[src/sv/cfr_pkg.sv]
`default_nettype none

package cfr_pkg;

    // Frame layout
    localparam int FRAME_LEN = 11;
    localparam int CRC_LEN   = 10;
    localparam int CNT_W     = 4;

    localparam logic [7:0]  HDR_A       = 8'hAA;
    localparam logic [7:0]  HDR_B       = 8'h55;
    localparam logic [7:0]  CRC_POLY    = 8'h07;
    localparam logic [15:0] ELAPSED_MAX = 16'hFFFF;

    // Register reset values
    localparam logic [15:0] TIMEOUT_RST = 16'd500;
    localparam logic [14:0] LIMIT_RST   = 15'd1000;
    localparam logic [7:0]  VERSION_RST = 8'h01;

    localparam int ADDR_W = 4;
    localparam int DATA_W = 32;
    localparam int OUT_W  = 40;

    typedef enum logic [1:0] {
        REG_TIMEOUT = 2'd0,
        REG_LIMIT   = 2'd1,
        REG_VERSION = 2'd2
    } reg_idx_t;

    typedef struct packed {
        logic [15:0] link_timeout_ms;
        logic [14:0] input_limit;
        logic [7:0]  protocol_version;
    } cfg_t;

    // Controller to datapath
    typedef struct packed {
        logic load;
        logic step;
        logic crc_step;
        logic check;
        logic shift;
        logic finish;
    } cmd_t;

    // Datapath to controller
    typedef struct packed {
        logic completes;
        logic crc_last;
        logic need_shift;
        logic shift_last;
        logic out_free;
    } stat_t;

    // One byte through the CRC-8 register, MSB first
    function automatic logic [7:0] crc8_byte(input logic [7:0] c_in, input logic [7:0] d);
        logic [7:0] c;
        c = c_in ^ d;
        for (int b = 0; b < 8; b++) begin
            if (c[7])
                c = {c[6:0], 1'b0} ^ CRC_POLY;
            else
                c = {c[6:0], 1'b0};
        end
        return c;
    endfunction

    // Saturate a big-endian signed word to +/- lim
    function automatic logic [15:0] clamp_word(input logic [7:0] hi, input logic [7:0] lo,
                                               input logic [14:0] lim);
        logic signed [16:0] v;
        logic signed [16:0] l;
        logic signed [16:0] nl;
        logic [15:0]        r;
        v  = $signed({hi[7], hi, lo});
        l  = $signed({2'b00, lim});
        nl = -l;
        if (v > l)
            r = l[15:0];
        else if (v < nl)
            r = nl[15:0];
        else
            r = v[15:0];
        return r;
    endfunction

endpackage

`default_nettype wire

[src/sv/cfr_ctrl.sv]
`default_nettype none

module cfr_ctrl (
    input  wire logic           clk,
    input  wire logic           rst_n,
    input  wire logic           in_valid,
    output logic                in_ready,
    input  wire cfr_pkg::stat_t stat,
    output cfr_pkg::cmd_t       cmd
);

    typedef enum logic [2:0] {
        ST_IDLE,
        ST_STEP,
        ST_CRC,
        ST_CHECK,
        ST_SHIFT,
        ST_FINISH
    } state_t;

    state_t state_reg;
    state_t state_next;

    always_comb
    begin
        state_next   = state_reg;
        cmd          = '0;
        unique case (state_reg)
            ST_IDLE:
            begin
                cmd.load = in_valid;
                if (in_valid)
                    state_next = ST_STEP;
            end
            ST_STEP:
            begin
                cmd.step   = 1'b1;
                state_next = stat.completes ? ST_CRC : ST_FINISH;
            end
            ST_CRC:
            begin
                cmd.crc_step = 1'b1;
                if (stat.crc_last)
                    state_next = ST_CHECK;
            end
            ST_CHECK:
            begin
                cmd.check  = 1'b1;
                state_next = stat.need_shift ? ST_SHIFT : ST_FINISH;
            end
            ST_SHIFT:
            begin
                cmd.shift = 1'b1;
                if (stat.shift_last)
                    state_next = ST_FINISH;
            end
            ST_FINISH:
            begin
                cmd.finish = stat.out_free;
                if (stat.out_free)
                    state_next = ST_IDLE;
            end
            default:
            begin
                state_next = ST_IDLE;
            end
        endcase
    end

    assign in_ready = (state_reg == ST_IDLE);

    always_ff @(posedge clk or negedge rst_n)
    begin
        if (!rst_n)
            state_reg <= ST_IDLE;
        else
            state_reg <= state_next;
    end

endmodule

`default_nettype wire

[src/sv/cfr_dpath.sv]
`default_nettype none

module cfr_dpath (
    input  wire logic                        clk,
    input  wire logic                        rst_n,
    input  wire cfr_pkg::cfg_t               cfg,
    input  wire cfr_pkg::cmd_t               cmd,
    output cfr_pkg::stat_t                   stat,
    input  wire logic                        in_op,
    input  wire logic [7:0]                  in_byte,
    output logic                             out_valid,
    input  wire logic                        out_ready,
    output logic [cfr_pkg::OUT_W-1:0]        out_data
);

    // Item and frame store (payload, no reset)
    logic                          op_reg,   op_next;
    logic [7:0]                    byte_reg, byte_next;
    logic [7:0]                    store_reg  [cfr_pkg::FRAME_LEN];
    logic [7:0]                    store_next [cfr_pkg::FRAME_LEN];
    logic [7:0]                    crc_reg,  crc_next;
    logic [cfr_pkg::OUT_W-1:0]     out_data_reg, out_data_next;

    // Control state
    logic [cfr_pkg::CNT_W-1:0]     count_reg,     count_next;
    logic [cfr_pkg::CNT_W-1:0]     crc_idx_reg,   crc_idx_next;
    logic [cfr_pkg::CNT_W-1:0]     shift_cnt_reg, shift_cnt_next;
    logic [15:0]                   thr_reg,       thr_next;
    logic [15:0]                   steer_reg,     steer_next;
    logic                          mode_reg,      mode_next;
    logic                          enable_reg,    enable_next;
    logic                          conn_reg,      conn_next;
    logic                          seen_reg,      seen_next;
    logic [15:0]                   elapsed_reg,   elapsed_next;
    logic                          res_ok_reg,    res_ok_next;
    logic                          res_crc_reg,   res_crc_next;
    logic                          out_valid_reg, out_valid_next;

    logic [cfr_pkg::FRAME_LEN-2:1] pair_hit;
    logic                          pair_any;
    logic [cfr_pkg::CNT_W-1:0]     first_s;
    logic                          crc_bad;
    logic                          frame_good;
    logic                          disc;
    logic                          changed;

    // Embedded header pairs at positions 1..9, lowest position wins
    always_comb
    begin
        pair_any = 1'b0;
        first_s  = '0;
        for (int s = 1; s <= cfr_pkg::FRAME_LEN - 2; s++)
            pair_hit[s] = (store_reg[s] == cfr_pkg::HDR_A) && (store_reg[s+1] == cfr_pkg::HDR_B);
        for (int s = cfr_pkg::FRAME_LEN - 2; s >= 1; s--)
        begin
            if (pair_hit[s])
            begin
                pair_any = 1'b1;
                first_s  = cfr_pkg::CNT_W'(s);
            end
        end
    end

    assign crc_bad    = (crc_reg != store_reg[cfr_pkg::FRAME_LEN-1]);
    assign frame_good = !crc_bad
                        && (store_reg[2] == cfg.protocol_version)
                        && (store_reg[3] <= 8'd1)
                        && (store_reg[4] <= 8'd1);
    assign disc       = !seen_reg || (elapsed_reg > cfg.link_timeout_ms);
    assign changed    = res_ok_reg || (disc && conn_reg);

    always_comb
    begin
        op_next        = op_reg;
        byte_next      = byte_reg;
        store_next     = store_reg;
        crc_next       = crc_reg;
        out_data_next  = out_data_reg;
        count_next     = count_reg;
        crc_idx_next   = crc_idx_reg;
        shift_cnt_next = shift_cnt_reg;
        thr_next       = thr_reg;
        steer_next     = steer_reg;
        mode_next      = mode_reg;
        enable_next    = enable_reg;
        conn_next      = conn_reg;
        seen_next      = seen_reg;
        elapsed_next   = elapsed_reg;
        res_ok_next    = res_ok_reg;
        res_crc_next   = res_crc_reg;
        out_valid_next = out_valid_reg;

        if (out_ready)
            out_valid_next = 1'b0;

        if (cmd.load)
        begin
            op_next      = in_op;
            byte_next    = in_byte;
            res_ok_next  = 1'b0;
            res_crc_next = 1'b0;
        end

        if (cmd.step)
        begin
            crc_next     = '0;
            crc_idx_next = '0;
            if (op_reg)
            begin
                if (elapsed_reg != cfr_pkg::ELAPSED_MAX)
                    elapsed_next = elapsed_reg + 16'd1;
            end
            else if (count_reg == '0)
            begin
                if (byte_reg == cfr_pkg::HDR_A)
                begin
                    store_next[0] = byte_reg;
                    count_next    = cfr_pkg::CNT_W'(1);
                end
            end
            else if (count_reg == cfr_pkg::CNT_W'(1))
            begin
                if (byte_reg == cfr_pkg::HDR_B)
                begin
                    store_next[1] = byte_reg;
                    count_next    = cfr_pkg::CNT_W'(2);
                end
                else if (byte_reg != cfr_pkg::HDR_A)
                begin
                    count_next = '0;
                end
            end
            else if (count_reg >= cfr_pkg::CNT_W'(cfr_pkg::FRAME_LEN))
            begin
                count_next = '0;
            end
            else
            begin
                store_next[count_reg] = byte_reg;
                count_next            = count_reg + cfr_pkg::CNT_W'(1);
            end
        end

        if (cmd.crc_step)
        begin
            crc_next     = cfr_pkg::crc8_byte(crc_reg, store_reg[crc_idx_reg]);
            crc_idx_next = crc_idx_reg + cfr_pkg::CNT_W'(1);
        end

        if (cmd.check)
        begin
            res_crc_next = crc_bad;
            if (frame_good)
            begin
                enable_next  = store_reg[3][0];
                mode_next    = store_reg[4][0];
                thr_next     = cfr_pkg::clamp_word(store_reg[5], store_reg[6], cfg.input_limit);
                steer_next   = cfr_pkg::clamp_word(store_reg[7], store_reg[8], cfg.input_limit);
                conn_next    = 1'b1;
                seen_next    = 1'b1;
                elapsed_next = '0;
                count_next   = '0;
                res_ok_next  = 1'b1;
            end
            else if (pair_any)
            begin
                count_next     = cfr_pkg::CNT_W'(cfr_pkg::FRAME_LEN) - first_s;
                shift_cnt_next = first_s;
            end
            else if (store_reg[cfr_pkg::FRAME_LEN-1] == cfr_pkg::HDR_A)
            begin
                store_next[0] = cfr_pkg::HDR_A;
                count_next    = cfr_pkg::CNT_W'(1);
            end
            else
            begin
                count_next = '0;
            end
        end

        // Slide the store down one byte toward the found header
        if (cmd.shift)
        begin
            for (int k = 0; k < cfr_pkg::FRAME_LEN - 1; k++)
                store_next[k] = store_reg[k+1];
            shift_cnt_next = shift_cnt_reg - cfr_pkg::CNT_W'(1);
        end

        if (cmd.finish)
        begin
            if (disc)
            begin
                seen_next   = 1'b0;
                conn_next   = 1'b0;
                thr_next    = '0;
                steer_next  = '0;
                mode_next   = 1'b0;
                enable_next = 1'b0;
            end
            out_data_next  = {2'b00, conn_next, enable_next, mode_next, steer_next, thr_next,
                              changed, res_crc_reg, res_ok_reg};
            out_valid_next = 1'b1;
        end
    end

    assign stat.completes  = !op_reg && (count_reg == cfr_pkg::CNT_W'(cfr_pkg::FRAME_LEN - 1));
    assign stat.crc_last   = (crc_idx_reg == cfr_pkg::CNT_W'(cfr_pkg::CRC_LEN - 1));
    assign stat.need_shift = !frame_good && pair_any;
    assign stat.shift_last = (shift_cnt_reg == cfr_pkg::CNT_W'(1));
    assign stat.out_free   = !out_valid_reg || out_ready;

    assign out_valid = out_valid_reg;
    assign out_data  = out_data_reg;

    always_ff @(posedge clk)
    begin
        op_reg       <= op_next;
        byte_reg     <= byte_next;
        store_reg    <= store_next;
        crc_reg      <= crc_next;
        out_data_reg <= out_data_next;
    end

    always_ff @(posedge clk or negedge rst_n)
    begin
        if (!rst_n)
        begin
            count_reg     <= '0;
            crc_idx_reg   <= '0;
            shift_cnt_reg <= '0;
            thr_reg       <= '0;
            steer_reg     <= '0;
            mode_reg      <= 1'b0;
            enable_reg    <= 1'b0;
            conn_reg      <= 1'b0;
            seen_reg      <= 1'b0;
            elapsed_reg   <= '0;
            res_ok_reg    <= 1'b0;
            res_crc_reg   <= 1'b0;
            out_valid_reg <= 1'b0;
        end
        else
        begin
            count_reg     <= count_next;
            crc_idx_reg   <= crc_idx_next;
            shift_cnt_reg <= shift_cnt_next;
            thr_reg       <= thr_next;
            steer_reg     <= steer_next;
            mode_reg      <= mode_next;
            enable_reg    <= enable_next;
            conn_reg      <= conn_next;
            seen_reg      <= seen_next;
            elapsed_reg   <= elapsed_next;
            res_ok_reg    <= res_ok_next;
            res_crc_reg   <= res_crc_next;
            out_valid_reg <= out_valid_next;
        end
    end

endmodule

`default_nettype wire

[src/sv/crc8_command_frame_receiver.sv]
`default_nettype none

// Channel   Direction  Transaction carries
// s_*       in         one received byte or one millisecond tick
// m_*       out        one status/command word per input transaction
// APB       in/out     link_timeout_ms (0x0), input_limit (0x4), protocol_version (0x8)
//
// A tick or a byte that does not close a frame holds the block through accept, step and
// emit; its result is registered at emit. The closing byte of a frame holds it through accept,
// step, the CRC-8 walk over the ten covered bytes one per cycle, a check step and, for a rejected
// frame with an embedded header at position s, a slide of the store down one byte per cycle
// (s from 1 to 9, else 0) before emit. No new item is taken until the block is idle again.
// Reset clears control state only; the frame store is never cleared, since only
// written entries are read. A stalled result holds the next result in its final step.

module crc8_command_frame_receiver (
    input  wire logic                        clk,
    input  wire logic                        rst_n,
    // stream in
    input  wire logic                        s_tvalid,
    output logic                             s_tready,
    input  wire logic [7:0]                  s_tdata,   // [7:0] rx_byte
    input  wire logic                        s_tuser,   // [0] op (0 byte, 1 tick)
    // stream out
    output logic                             m_tvalid,
    input  wire logic                        m_tready,
    // [0] frame_ok, [1] crc_error, [2] command_changed, [18:3] throttle,
    // [34:19] steering, [35] drive_mode, [36] drive_enable, [37] link_up, [39:38] zero
    output logic [cfr_pkg::OUT_W-1:0]        m_tdata,
    // configuration
    input  wire logic                        psel,
    input  wire logic                        penable,
    input  wire logic                        pwrite,
    input  wire logic [cfr_pkg::ADDR_W-1:0]  paddr,
    input  wire logic [cfr_pkg::DATA_W-1:0]  pwdata,
    output logic [cfr_pkg::DATA_W-1:0]       prdata,
    output logic                             pready
);

    cfr_pkg::cfg_t  cfg_reg;
    cfr_pkg::cfg_t  cfg_next;
    cfr_pkg::cmd_t  cmd;
    cfr_pkg::stat_t stat;
    logic           cfg_write;

    assign pready    = 1'b1;
    assign cfg_write = psel && penable && pwrite && pready;

    // Register write: data is masked to each register's width; unmapped slots drop the write
    always_comb
    begin
        cfg_next = cfg_reg;
        if (cfg_write)
        begin
            unique case (cfr_pkg::reg_idx_t'(paddr[3:2]))
                cfr_pkg::REG_TIMEOUT: cfg_next.link_timeout_ms  = pwdata[15:0];
                cfr_pkg::REG_LIMIT:   cfg_next.input_limit      = pwdata[14:0];
                cfr_pkg::REG_VERSION: cfg_next.protocol_version = pwdata[7:0];
                default:              cfg_next = cfg_reg;
            endcase
        end
    end

    always_comb
    begin
        unique case (cfr_pkg::reg_idx_t'(paddr[3:2]))
            cfr_pkg::REG_TIMEOUT: prdata = {16'd0, cfg_reg.link_timeout_ms};
            cfr_pkg::REG_LIMIT:   prdata = {17'd0, cfg_reg.input_limit};
            cfr_pkg::REG_VERSION: prdata = {24'd0, cfg_reg.protocol_version};
            default:              prdata = '0;
        endcase
    end

    always_ff @(posedge clk or negedge rst_n)
    begin
        if (!rst_n)
        begin
            cfg_reg.link_timeout_ms  <= cfr_pkg::TIMEOUT_RST;
            cfg_reg.input_limit      <= cfr_pkg::LIMIT_RST;
            cfg_reg.protocol_version <= cfr_pkg::VERSION_RST;
        end
        else
        begin
            cfg_reg <= cfg_next;
        end
    end

    // Sequencer: accept, step, CRC walk, check, resync slide, emit
    cfr_ctrl u_ctrl (
        .clk      (clk),
        .rst_n    (rst_n),
        .in_valid (s_tvalid),
        .in_ready (s_tready),
        .stat     (stat),
        .cmd      (cmd)
    );

    // Frame store, CRC, held command, watchdog and output register
    cfr_dpath u_dpath (
        .clk       (clk),
        .rst_n     (rst_n),
        .cfg       (cfg_reg),
        .cmd       (cmd),
        .stat      (stat),
        .in_op     (s_tuser),
        .in_byte   (s_tdata),
        .out_valid (m_tvalid),
        .out_ready (m_tready),
        .out_data  (m_tdata)
    );

    // An accepted item keeps the block busy for at least the next cycle
    a_busy_after_accept: assert property (@(posedge clk) disable iff (!rst_n)
        (s_tvalid && s_tready) |=> !s_tready)
        else $error("input accepted twice in consecutive cycles");

    // A frame cannot be both accepted and a CRC failure
    a_ok_xor_crc: assert property (@(posedge clk) disable iff (!rst_n)
        m_tvalid |-> !(m_tdata[0] && m_tdata[1]))
        else $error("frame_ok and crc_error both set");

    // An accepted frame brings the link up and advances the command
    a_ok_link: assert property (@(posedge clk) disable iff (!rst_n)
        (m_tvalid && m_tdata[0]) |-> (m_tdata[2] && m_tdata[37]))
        else $error("accepted frame without link_up or command_changed");

    // A dead link carries a cleared command
    a_down_cleared: assert property (@(posedge clk) disable iff (!rst_n)
        (m_tvalid && !m_tdata[37]) |-> (m_tdata[36:3] == '0))
        else $error("command not cleared while link is down");

endmodule

`default_nettype wire
[config.mk]
export PLATFORM = sky130hd
export DESIGN_NAME = crc8_command_frame_receiver
export DESIGN_NICKNAME = d
export VERILOG_FILES = /design/src/sv/cfr_pkg.sv /design/src/sv/cfr_ctrl.sv /design/src/sv/cfr_dpath.sv /design/src/sv/crc8_command_frame_receiver.sv
export SDC_FILE = /design/constraint.sdc
export NUM_CORES = 1
export LEC_CHECK = 0
export BUFFER_PORTS_ARGS = -buffer_cell sky130_fd_sc_hd__buf_2
export CAP_MARGIN = 20
export CORE_UTILIZATION = 25
export CTS_CLUSTER_DIAMETER = 40
export DETAILED_ROUTE_END_ITERATION = 10
export GPL_TIMING_DRIVEN = 0
export MAX_ROUTING_LAYER = met4
export PLACE_DENSITY_LB_ADDON = 0.15
export SLEW_MARGIN = 10
export SYNTH_ARGS = -nofsm -noshare
export SYNTH_HDL_FRONTEND = slang
export SYNTH_HIERARCHICAL = 1
export SYNTH_SLANG_ARGS = --single-unit
[constraint.sdc]
create_clock -name clk -period 6.2 [get_ports clk]
set_clock_uncertainty 0.15 [all_clocks]
set_input_delay 0.31 -clock clk [delete_from_list [all_inputs] [get_ports clk]]
set_output_delay 0.31 -clock clk [all_outputs]
set_load 0.05 [all_outputs]
==> reports/qor.txt, run 1 <==
==============================================================================
Starting DRT DRC Count                                                     974
Number of unique standard cell types used by synthesis                      85
Max-cap violations                                                           0
Timing-limited maximum frequency                                       181 MHz
Wire length reported by the detailed router                          56,600 um
Synthesis-to-finish area growth                                          24.3%
Overall overflow remaining after global route                                0
Critical Path, Cell by Cell                                       inv_1 > ha_1 > or4b_4 > o21ai_0 > nand2_1 > ha_1 > a211oi_1 > a221oi_1 > a221oi_1 > nor4_1 > o32ai_2 > buf_2 > buf_2 > nand3_1 > o2111ai_1 > a21oi_1
Placer's final routability congestion estimate                           0.903
Half-perimeter wire length after placement                           41,300 um
Antenna violations before repair                                             1
CTS H-Tree Depth                                                             2
Clock tree sinks                                                           252
Design Area, Final                                                  0.0193 mm2
PwrDens                                                             478 mW/mm2
Maximum ir drop on the vdd rail                                       0.300 mV
Maximum number of pins on one net before global-route repair                69
Hold WC Path Type                                                     in2async
Area post-placement                                                 0.0171 mm2
Number of flip-flops in the largest register                                88
Minimum clock period                                                   5.51 ns
Number of synthesized flops with an enable pin                             135
Critical-path top delay cell                                      sky130_fd_sc_hd__or4b_4
Synthesized instance count                                               1,542
Area of the die                                                     0.0631 mm2
Height of the chip                                                      251 um
Share of the cycle needed by the critical path after routing             88.9%
Crit path buf inv count                                                      3
Wire length of the first global-routing pass                         85,000 um
Final Setup Violations                                                       0
Max Root-Sink Buffers                                                        3
Remaining DRCs                                                               0
Hold violation count in the final report                                     0
Total negative setup slack                                                0 ns
Maximum net fanout on the critical path                                     10
Synth Warn #                                                                 6
Top-Level Pins                                                             127
Post-DR wirelength/cell                                                21.6 um
Via-to-Cell Ratio                                                         4.98
Via count of the first global-routing pass                              13,200
Cell row count                                                              91
Placeable core region                                               0.0616 mm2
Transition time of the tightest slew-check pin                        0.887 ns
Clock transition at the registers of the reported paths                0.05 ns
Count of input and output buffers                                           89
Kind of start point of the critical path                              register
Count of antenna-violating nets left after detailed routing                  0
Outcome                                                           complete, no violations
Synth async-reset ratio                                                  43.3%
Die extent in x                                                         251 um
Synthesized area                                                    0.0155 mm2
Leak pwr                                                               7.79 nW
CP Data Required Time                                                  6.38 ns
Insertion delay of the later-clocked pin in the worst-skew pair        0.61 ns
TritonCTS clock tree                                                     built
Share of synthesized area occupied by flip-flops and latches             44.8%
Number of buffers inserted during clock tree synthesis                      54
Setup repair after global routing missed its margin                         no
Post_cts resized                                                             0
Endpoint class of the critical path                                   register
Dominant synthesized flop cell                                    sky130_fd_sc_hd__edfxtp_1
Total global-route track usage                                           18.5%
Mean cell area of the mapped netlist                                  10.1 um2
Max Slew Vio Count                                                           0
Share of cells above drive strength 1                                    17.9%
Total vias in the final route                                           13,000
FF+latch count, synth                                                      252
Worst relative slew slack                                                40.9%
Root Driver                                                       sky130_fd_sc_hd__clkbuf_16
Initial cell density of the core                                         25.2%
Length of the first detailed-routing pass in iterations                      4
Highest cell delay on the worst timing path                            0.58 ns
Net count, final                                                         1,869
Arrival time worst endpoint                                            5.69 ns
Critical Setup Path Class                                              reg2reg
Cell family with most CP delay                                    compound AO/OA/AOI/OAI gates
==============================================================================
worst register-to-register path, stage by stage (launching register included):
cell                        delay, ns
sky130_fd_sc_hd__dfrtp_1         0.52
sky130_fd_sc_hd__inv_1           0.31
sky130_fd_sc_hd__ha_1            0.42
sky130_fd_sc_hd__or4b_4          0.58
sky130_fd_sc_hd__o21ai_0         0.17
sky130_fd_sc_hd__nand2_1         0.19
sky130_fd_sc_hd__ha_1            0.34
sky130_fd_sc_hd__a211oi_1        0.34
sky130_fd_sc_hd__a221oi_1        0.13
sky130_fd_sc_hd__a221oi_1        0.46
sky130_fd_sc_hd__nor4_1          0.12
sky130_fd_sc_hd__o32ai_2         0.50
sky130_fd_sc_hd__buf_2           0.33
sky130_fd_sc_hd__buf_2           0.26
sky130_fd_sc_hd__nand3_1         0.10
sky130_fd_sc_hd__o2111ai_1       0.20
sky130_fd_sc_hd__a21oi_1         0.13
logic make-up (layout without fill, tap and decap cells):
kind of cell             Yosys count  in the layout  share of synthesized area [%]
buffers and inverters            152            373                           4.56
flip-flops                       252            252                           44.8
AND/OR/NAND/NOR                  562            562                           19.1
AO/OA/AOI/OAI                    339            339                           13.6
XOR/XNOR                          56             56                           3.16
adder cells (fa/ha/maj)           84             84                           6.77
multiplexers                      94             94                           7.94
other                              3             20                         0.0725
through the flow:
| step | std cells | setup slack [ns] | hold slack, ns | util, % | total power [mW] |
|---|---|---|---|---|---|
| after CTS | 2616 | 0.667 | 0.0574 | 31.3 | 9.29 |
| after floorplan | 1558 | 2.15 | -0.136 | - | 5.00 |
| after global placement | 2484 | 0.449 | 0.287 | 27.7 | 6.19 |
| after global routing | 2616 | 0.408 | 0.0967 | 31.3 | 9.73 |
| after detailed placement | 2486 | 0.675 | 0.155 | 27.8 | 6.24 |
| final | 2617 | 0.688 | 0.0857 | 31.3 | 9.23 |
path summary, 6_finish.rpt:
path | depth (start not counted) | startpoint | endpoint | slack (ns)
max | 16 | cfg_reg[9] | u_dpath/out_data[31] | 0.69
min reg2reg | 0 | u_dpath/res_crc_reg | u_dpath/out_data[1] | 0.30
max reg2reg | 16 | cfg_reg[9] | u_dpath/out_data[31] | 0.69
min in group clk | 4 | penable | cfg_reg[8] | 0.09
max in group asynchronous | 3 | rst_n | cfg_reg[31] | 5.03
min | 2 | rst_n | u_dpath/shift_cnt_reg[1] | 0.09
synthesized netlist by cell type, types with 28 or more instances:
cell | number | area [um2]
sky130_fd_sc_hd__nand2_1 | 166 | 623
sky130_fd_sc_hd__o21ai_0 | 145 | 726
sky130_fd_sc_hd__edfxtp_1 | 135 | 4050
sky130_fd_sc_hd__nor2_1 | 104 | 390
sky130_fd_sc_hd__dfrtp_1 | 96 | 2400
sky130_fd_sc_hd__ha_1 | 84 | 1050
sky130_fd_sc_hd__a21oi_1 | 66 | 330
sky130_fd_sc_hd__inv_1 | 59 | 221
sky130_fd_sc_hd__clkbuf_1 | 52 | 195
sky130_fd_sc_hd__xnor2_1 | 40 | 350
sky130_fd_sc_hd__nand3_1 | 38 | 190
sky130_fd_sc_hd__mux2_2 | 34 | 383
sky130_fd_sc_hd__mux2i_1 | 34 | 340
sky130_fd_sc_hd__and2_1 | 30 | 188
sky130_fd_sc_hd__nand2b_1 | 28 | 175
cell type report:
cell class                      count  area [um2]
Antenna cell                        1        2.50
Buffer                             93         487
Clock buffer                       62        1410
Clock inverter                     40         464
Fill cell                        6414       42300
Inverter                           59         221
Multi-Input combinational cell   1154        7940
Sequential cell                   252        6960
Tap cell                          837        1050
Timing Repair Buffer              119         779
report_power, final:
part	switching (mW)	internal (mW)	total, mW
registers	0.626	2.35	2.97
logic	2.14	1.14	3.28
clock network	1.03	1.95	2.97
total	3.80	5.43	9.23
what timing repair did:
item / in CTS / in global routing
buffers inserted: 0 / 0
hold buffers: 28 / 0
hold endpoints to repair: 116 / 0
layer usage:
metal | vias up | routed length (um) | global-route usage, %
met4 | 0 | 1630 | 6.45
met1 | 6478 | 25600 | 24.0
met5 | - | 0 | -
met3 | 102 | 2880 | 2.54
met2 | 401 | 26500 | 29.3
li1 | 6046 | - | -
layout by cell type (no fill, tap or decap), types with 13 or more instances in the layout:
cell,synthesis,final
sky130_fd_sc_hd__nor2b_1,21,20
sky130_fd_sc_hd__nand2b_1,28,28
sky130_fd_sc_hd__mux4_2,16,16
sky130_fd_sc_hd__buf_2,7,95
sky130_fd_sc_hd__mux2i_1,34,34
sky130_fd_sc_hd__or3_1,25,25
sky130_fd_sc_hd__dlygate4sd3_1,0,28
sky130_fd_sc_hd__nor4bb_1,15,15
sky130_fd_sc_hd__mux2_2,34,34
sky130_fd_sc_hd__a21oi_1,66,66
sky130_fd_sc_hd__edfxtp_1,135,135
sky130_fd_sc_hd__conb_1,3,19
sky130_fd_sc_hd__xnor2_1,40,40
sky130_fd_sc_hd__dfrtp_1,96,96
sky130_fd_sc_hd__and2_1,30,30
sky130_fd_sc_hd__nand2_1,166,166
sky130_fd_sc_hd__clkbuf_16,0,55
sky130_fd_sc_hd__inv_1,59,59
sky130_fd_sc_hd__clkbuf_1,52,58
sky130_fd_sc_hd__buf_4,22,22
sky130_fd_sc_hd__xor2_1,16,16
sky130_fd_sc_hd__nand4_1,26,26
sky130_fd_sc_hd__nor2_1,104,104
sky130_fd_sc_hd__dfstp_2,13,13
sky130_fd_sc_hd__and3_1,16,16
sky130_fd_sc_hd__ha_1,84,84
sky130_fd_sc_hd__nand3_1,38,38
sky130_fd_sc_hd__nor3_1,25,25
sky130_fd_sc_hd__o21ai_0,145,145
Power figures use the tool's default switching activity.
==> run 2: changes to the inputs <==
- PLACE_DENSITY_LB_ADDON: 0.15 -> default
- clock period: 6.2 -> 6.5 ns (I/O delays scaled with it)
==> run 2 against run 1 <==
Effect of this change:
- die area is the same
- fmax is 3.0% higher
- non-clock buffer count unchanged
- hold slack got worse by 0.00080 ns
- worst setup slack improved by 0.46 ns
- combinational power shrank 5%
- highest routed layer unchanged
- sequential power down 5%
==> reports/qor.txt, run 2 (synthesis gave the netlist of run 1 again) <==
=====================================================================================
Outcome                                                                  complete, no violations
Max Root-Sink Buffers                                                               3   unchanged
Number of flip-flops in the largest register                                       88   unchanged
Share of the cycle needed by the critical path after routing                    82.3%   -6.6 points
Max Slew Vio Count                                                                  0   unchanged
Root Driver                                                              sky130_fd_sc_hd__clkbuf_16
Psw                                                                           3.38 mW   -11%
Height of the chip                                                             251 um   unchanged
CTS H-Tree Depth                                                                    2   unchanged
Placer's final routability congestion estimate                                  0.949   +5.1%
Register share of total power                                                   34.8%   +2.6 points
Hold WC Path Type                                                            in2async
Maximum net fanout on the critical path                                            10   unchanged
Top-Level Pins                                                                    127   unchanged
Timing-limited maximum frequency                                              187 MHz   +3.0%
Antenna violations before repair                                                    1   unchanged
Critical Setup Path Class                                                     reg2reg
Remaining DRCs                                                                      0   unchanged
Via-to-Cell Ratio                                                                5.10   +2.5%
Length of the first detailed-routing pass in iterations                             6   +2
Critical-path top delay cell                                             sky130_fd_sc_hd__or4b_4
Share of power burned in the clock network                                      26.9%   -5.3 points
Maximum ir drop on the vdd rail                                              0.212 mV   -29%
Count of non-filler cells in the finished layout                                2,581   -1.4%
Combinational group share of total power                                        38.3%   +2.7 points
Switching power share of the total                                              41.7%   +0.61 points
Cell row count                                                                     91   unchanged
Final Setup Violations                                                              0   unchanged
Worst flop-to-flop path endpoint                                         u_dpath/out_data[31]
Worst relative slew slack                                                       36.9%   -4.0 points
Minimum clock period                                                          5.35 ns   -0.160 ns
PwrDens                                                                    432 mW/mm2   -9.7%
Clock tree sinks                                                                  252   unchanged
Maximum number of pins on one net before global-route repair                       85   +23%
Overall power of the completed layout                                         8.10 mW   -12%
Count of input and output buffers                                                  89   unchanged
Initial cell density of the core                                                25.2%   unchanged
Share of cells above drive strength 1                                           16.5%   -1.4 points
Transition time of the tightest slew-check pin                               0.938 ns   +0.0516 ns
Wire length reported by the detailed router                                 52,500 um   -7.2%
Depth of the worst register-to-register path                                       16   unchanged
Antenna diodes                                                                      0   -1
Area of the die                                                            0.0631 mm2   unchanged
Max-cap violations                                                                  0   unchanged
Most frequent cells in the layout                                        166 x sky130_fd_sc_hd__nand2_1, 145 x sky130_fd_sc_hd__o21ai_0, 135 x sky130_fd_sc_hd__edfxtp_1
Kind of start point of the critical path                                     register
Count of buffers added by post-CTS timing repair for setup                          0   unchanged
CP Data Required Time                                                         6.62 ns   +0.24 ns
Worst reg2reg path startpoint                                              cfg_reg[9]
Net count, final                                                                1,852   -0.91%
TritonCTS clock tree                                                            built
Starting DRT DRC Count                                                          1,134   +16%
Critical Path, Cell by Cell                                              inv_1 > ha_1 > or4b_4 > o21ai_0 > nand2_1 > ha_1 > a211oi_1 > a221oi_1 > a221oi_1 > nor4_1 > o32ai_2 > buf_2 > buf_2 > nand3_1 > o2111ai_1 > a21oi_1
Worst setup slack for register-to-register paths                              1.15 ns   +0.46 ns
Insertion delay of the later-clocked pin in the worst-skew pair               0.55 ns   -0.06 ns
Arrival time worst endpoint                                                   5.47 ns   -0.22 ns
Total negative setup slack                                                       0 ns   unchanged
P_int                                                                         4.72 mW   -13%
Clock transition at the registers of the reported paths                       0.05 ns   about the same
Overall overflow remaining after global route                                       0   unchanged
Die extent in x                                                                251 um   unchanged
Total global-route track usage                                                  17.0%   -1.5 points
Highest cell delay on the worst timing path                                   0.58 ns   about the same
Synthesis-to-finish area growth                                                 20.7%
Most frequent standard cell in the layout excluding fill and tap cells   sky130_fd_sc_hd__nand2_1
Endpoint class of the critical path                                          register
Total vias in the final route                                                  13,200   +1.1%
Count of antenna-violating nets left after detailed routing                         0   unchanged
Post-DR wirelength/cell                                                       20.3 um   -6.0%
Number of buffers inserted during clock tree synthesis                             37   -31%
Placeable core region                                                      0.0616 mm2   unchanged
Via count of the first global-routing pass                                     12,800   -2.9%
Leak pwr                                                                      7.53 nW   -3.3%
Cells after DPL                                                                 2,486   unchanged
Hold violation count in the final report                                            0   unchanged
Setup repair after global routing missed its margin                                no
Wire length of the first global-routing pass                                79,500 um   -6.4%
Half-perimeter wire length after placement                                  38,900 um   -6.0%
=====================================================================================
## run 2: through the flow
| stage | utilization, % | worst slack [ns] | hold slack [ns] | instance area [um2] |
|---|---|---|---|---|
| 4_1_cts | 30.4 | 1.23 | 0.0755 | 18800 |
| 5_1_grt | 30.4 | 0.914 | 0.104 | 18800 |
| 3_5_place_dp | 27.8 | 1.27 | 0.102 | 17100 |
| 2_1_floorplan | - | 2.45 | -0.121 | 15600 |
| 6_report | 30.4 | 1.15 | 0.0849 | 18800 |
| 3_3_place_gp | 27.7 | 1.14 | 0.290 | 17100 |
## run 2: layer usage
metal	GRT usage, %	wire [um]	share of wire (%)
met1	22.8	23400	44
met2	25.8	23700	45
met3	2.70	3750	7.1
met4	6.31	1740	3.3
met5	-	0	0
## run 2: how the worst max path moves through the flow
stage / from / endpoint / slack (ns) / depth (start not counted)
after detailed placement: cfg_reg[9] / u_dpath/out_data[28] / 1.27 / 16
after global placement: u_ctrl/state_reg[0] / u_dpath/thr_reg[2] / 1.14 / 6
after global routing: cfg_reg[9] / u_dpath/out_data[31] / 0.91 / 16
after CTS: cfg_reg[9] / u_dpath/out_data[28] / 1.23 / 16
after floorplan: cfg_reg[9] / u_dpath/out_data[21] / 2.45 / 14
final: cfg_reg[9] / u_dpath/out_data[31] / 1.15 / 16
## run 2: layout make-up
| type | instances | area [um2] |
|---|---|---|
| Fill cell | 6364 | 42800 |
| Multi-Input combinational cell | 1154 | 7940 |
| Sequential cell | 252 | 6960 |
| Tap cell | 837 | 1050 |
| Clock buffer | 40 | 947 |
| Timing Repair Buffer | 119 | 779 |
| Buffer | 93 | 487 |
| Clock inverter | 27 | 380 |
| Inverter | 59 | 221 |
## run 2: critical path, delay by kind of cell (launching register included)
kind,cells,cell delay [ns]
AOI/OAI and AO/OA,7,1.85
adders and majority gates,2,0.76
buffers and inverters,3,0.84
DFF,1,0.49
and+or+nand+nor,4,0.97
## run 2: power groups by stage
| stage | logic [mW] | clock network (mW) | registers [mW] |
|---|---|---|---|
| after floorplan | 1.97 | 0 | 2.80 |
| after global placement | 2.96 | 0 | 2.81 |
| after detailed placement | 3.04 | 0 | 2.83 |
| after CTS | 3.08 | 2.22 | 2.80 |
| after global routing | 3.38 | 2.29 | 2.86 |
| final | 3.10 | 2.17 | 2.82 |
## run 2: timing repair
| item | in CTS | in global routing |
|---|---|---|
| hold endpoints to repair | 146 | 0 |
| gates resized for setup | 0 | 0 |
| hold buffers | 28 | 0 |
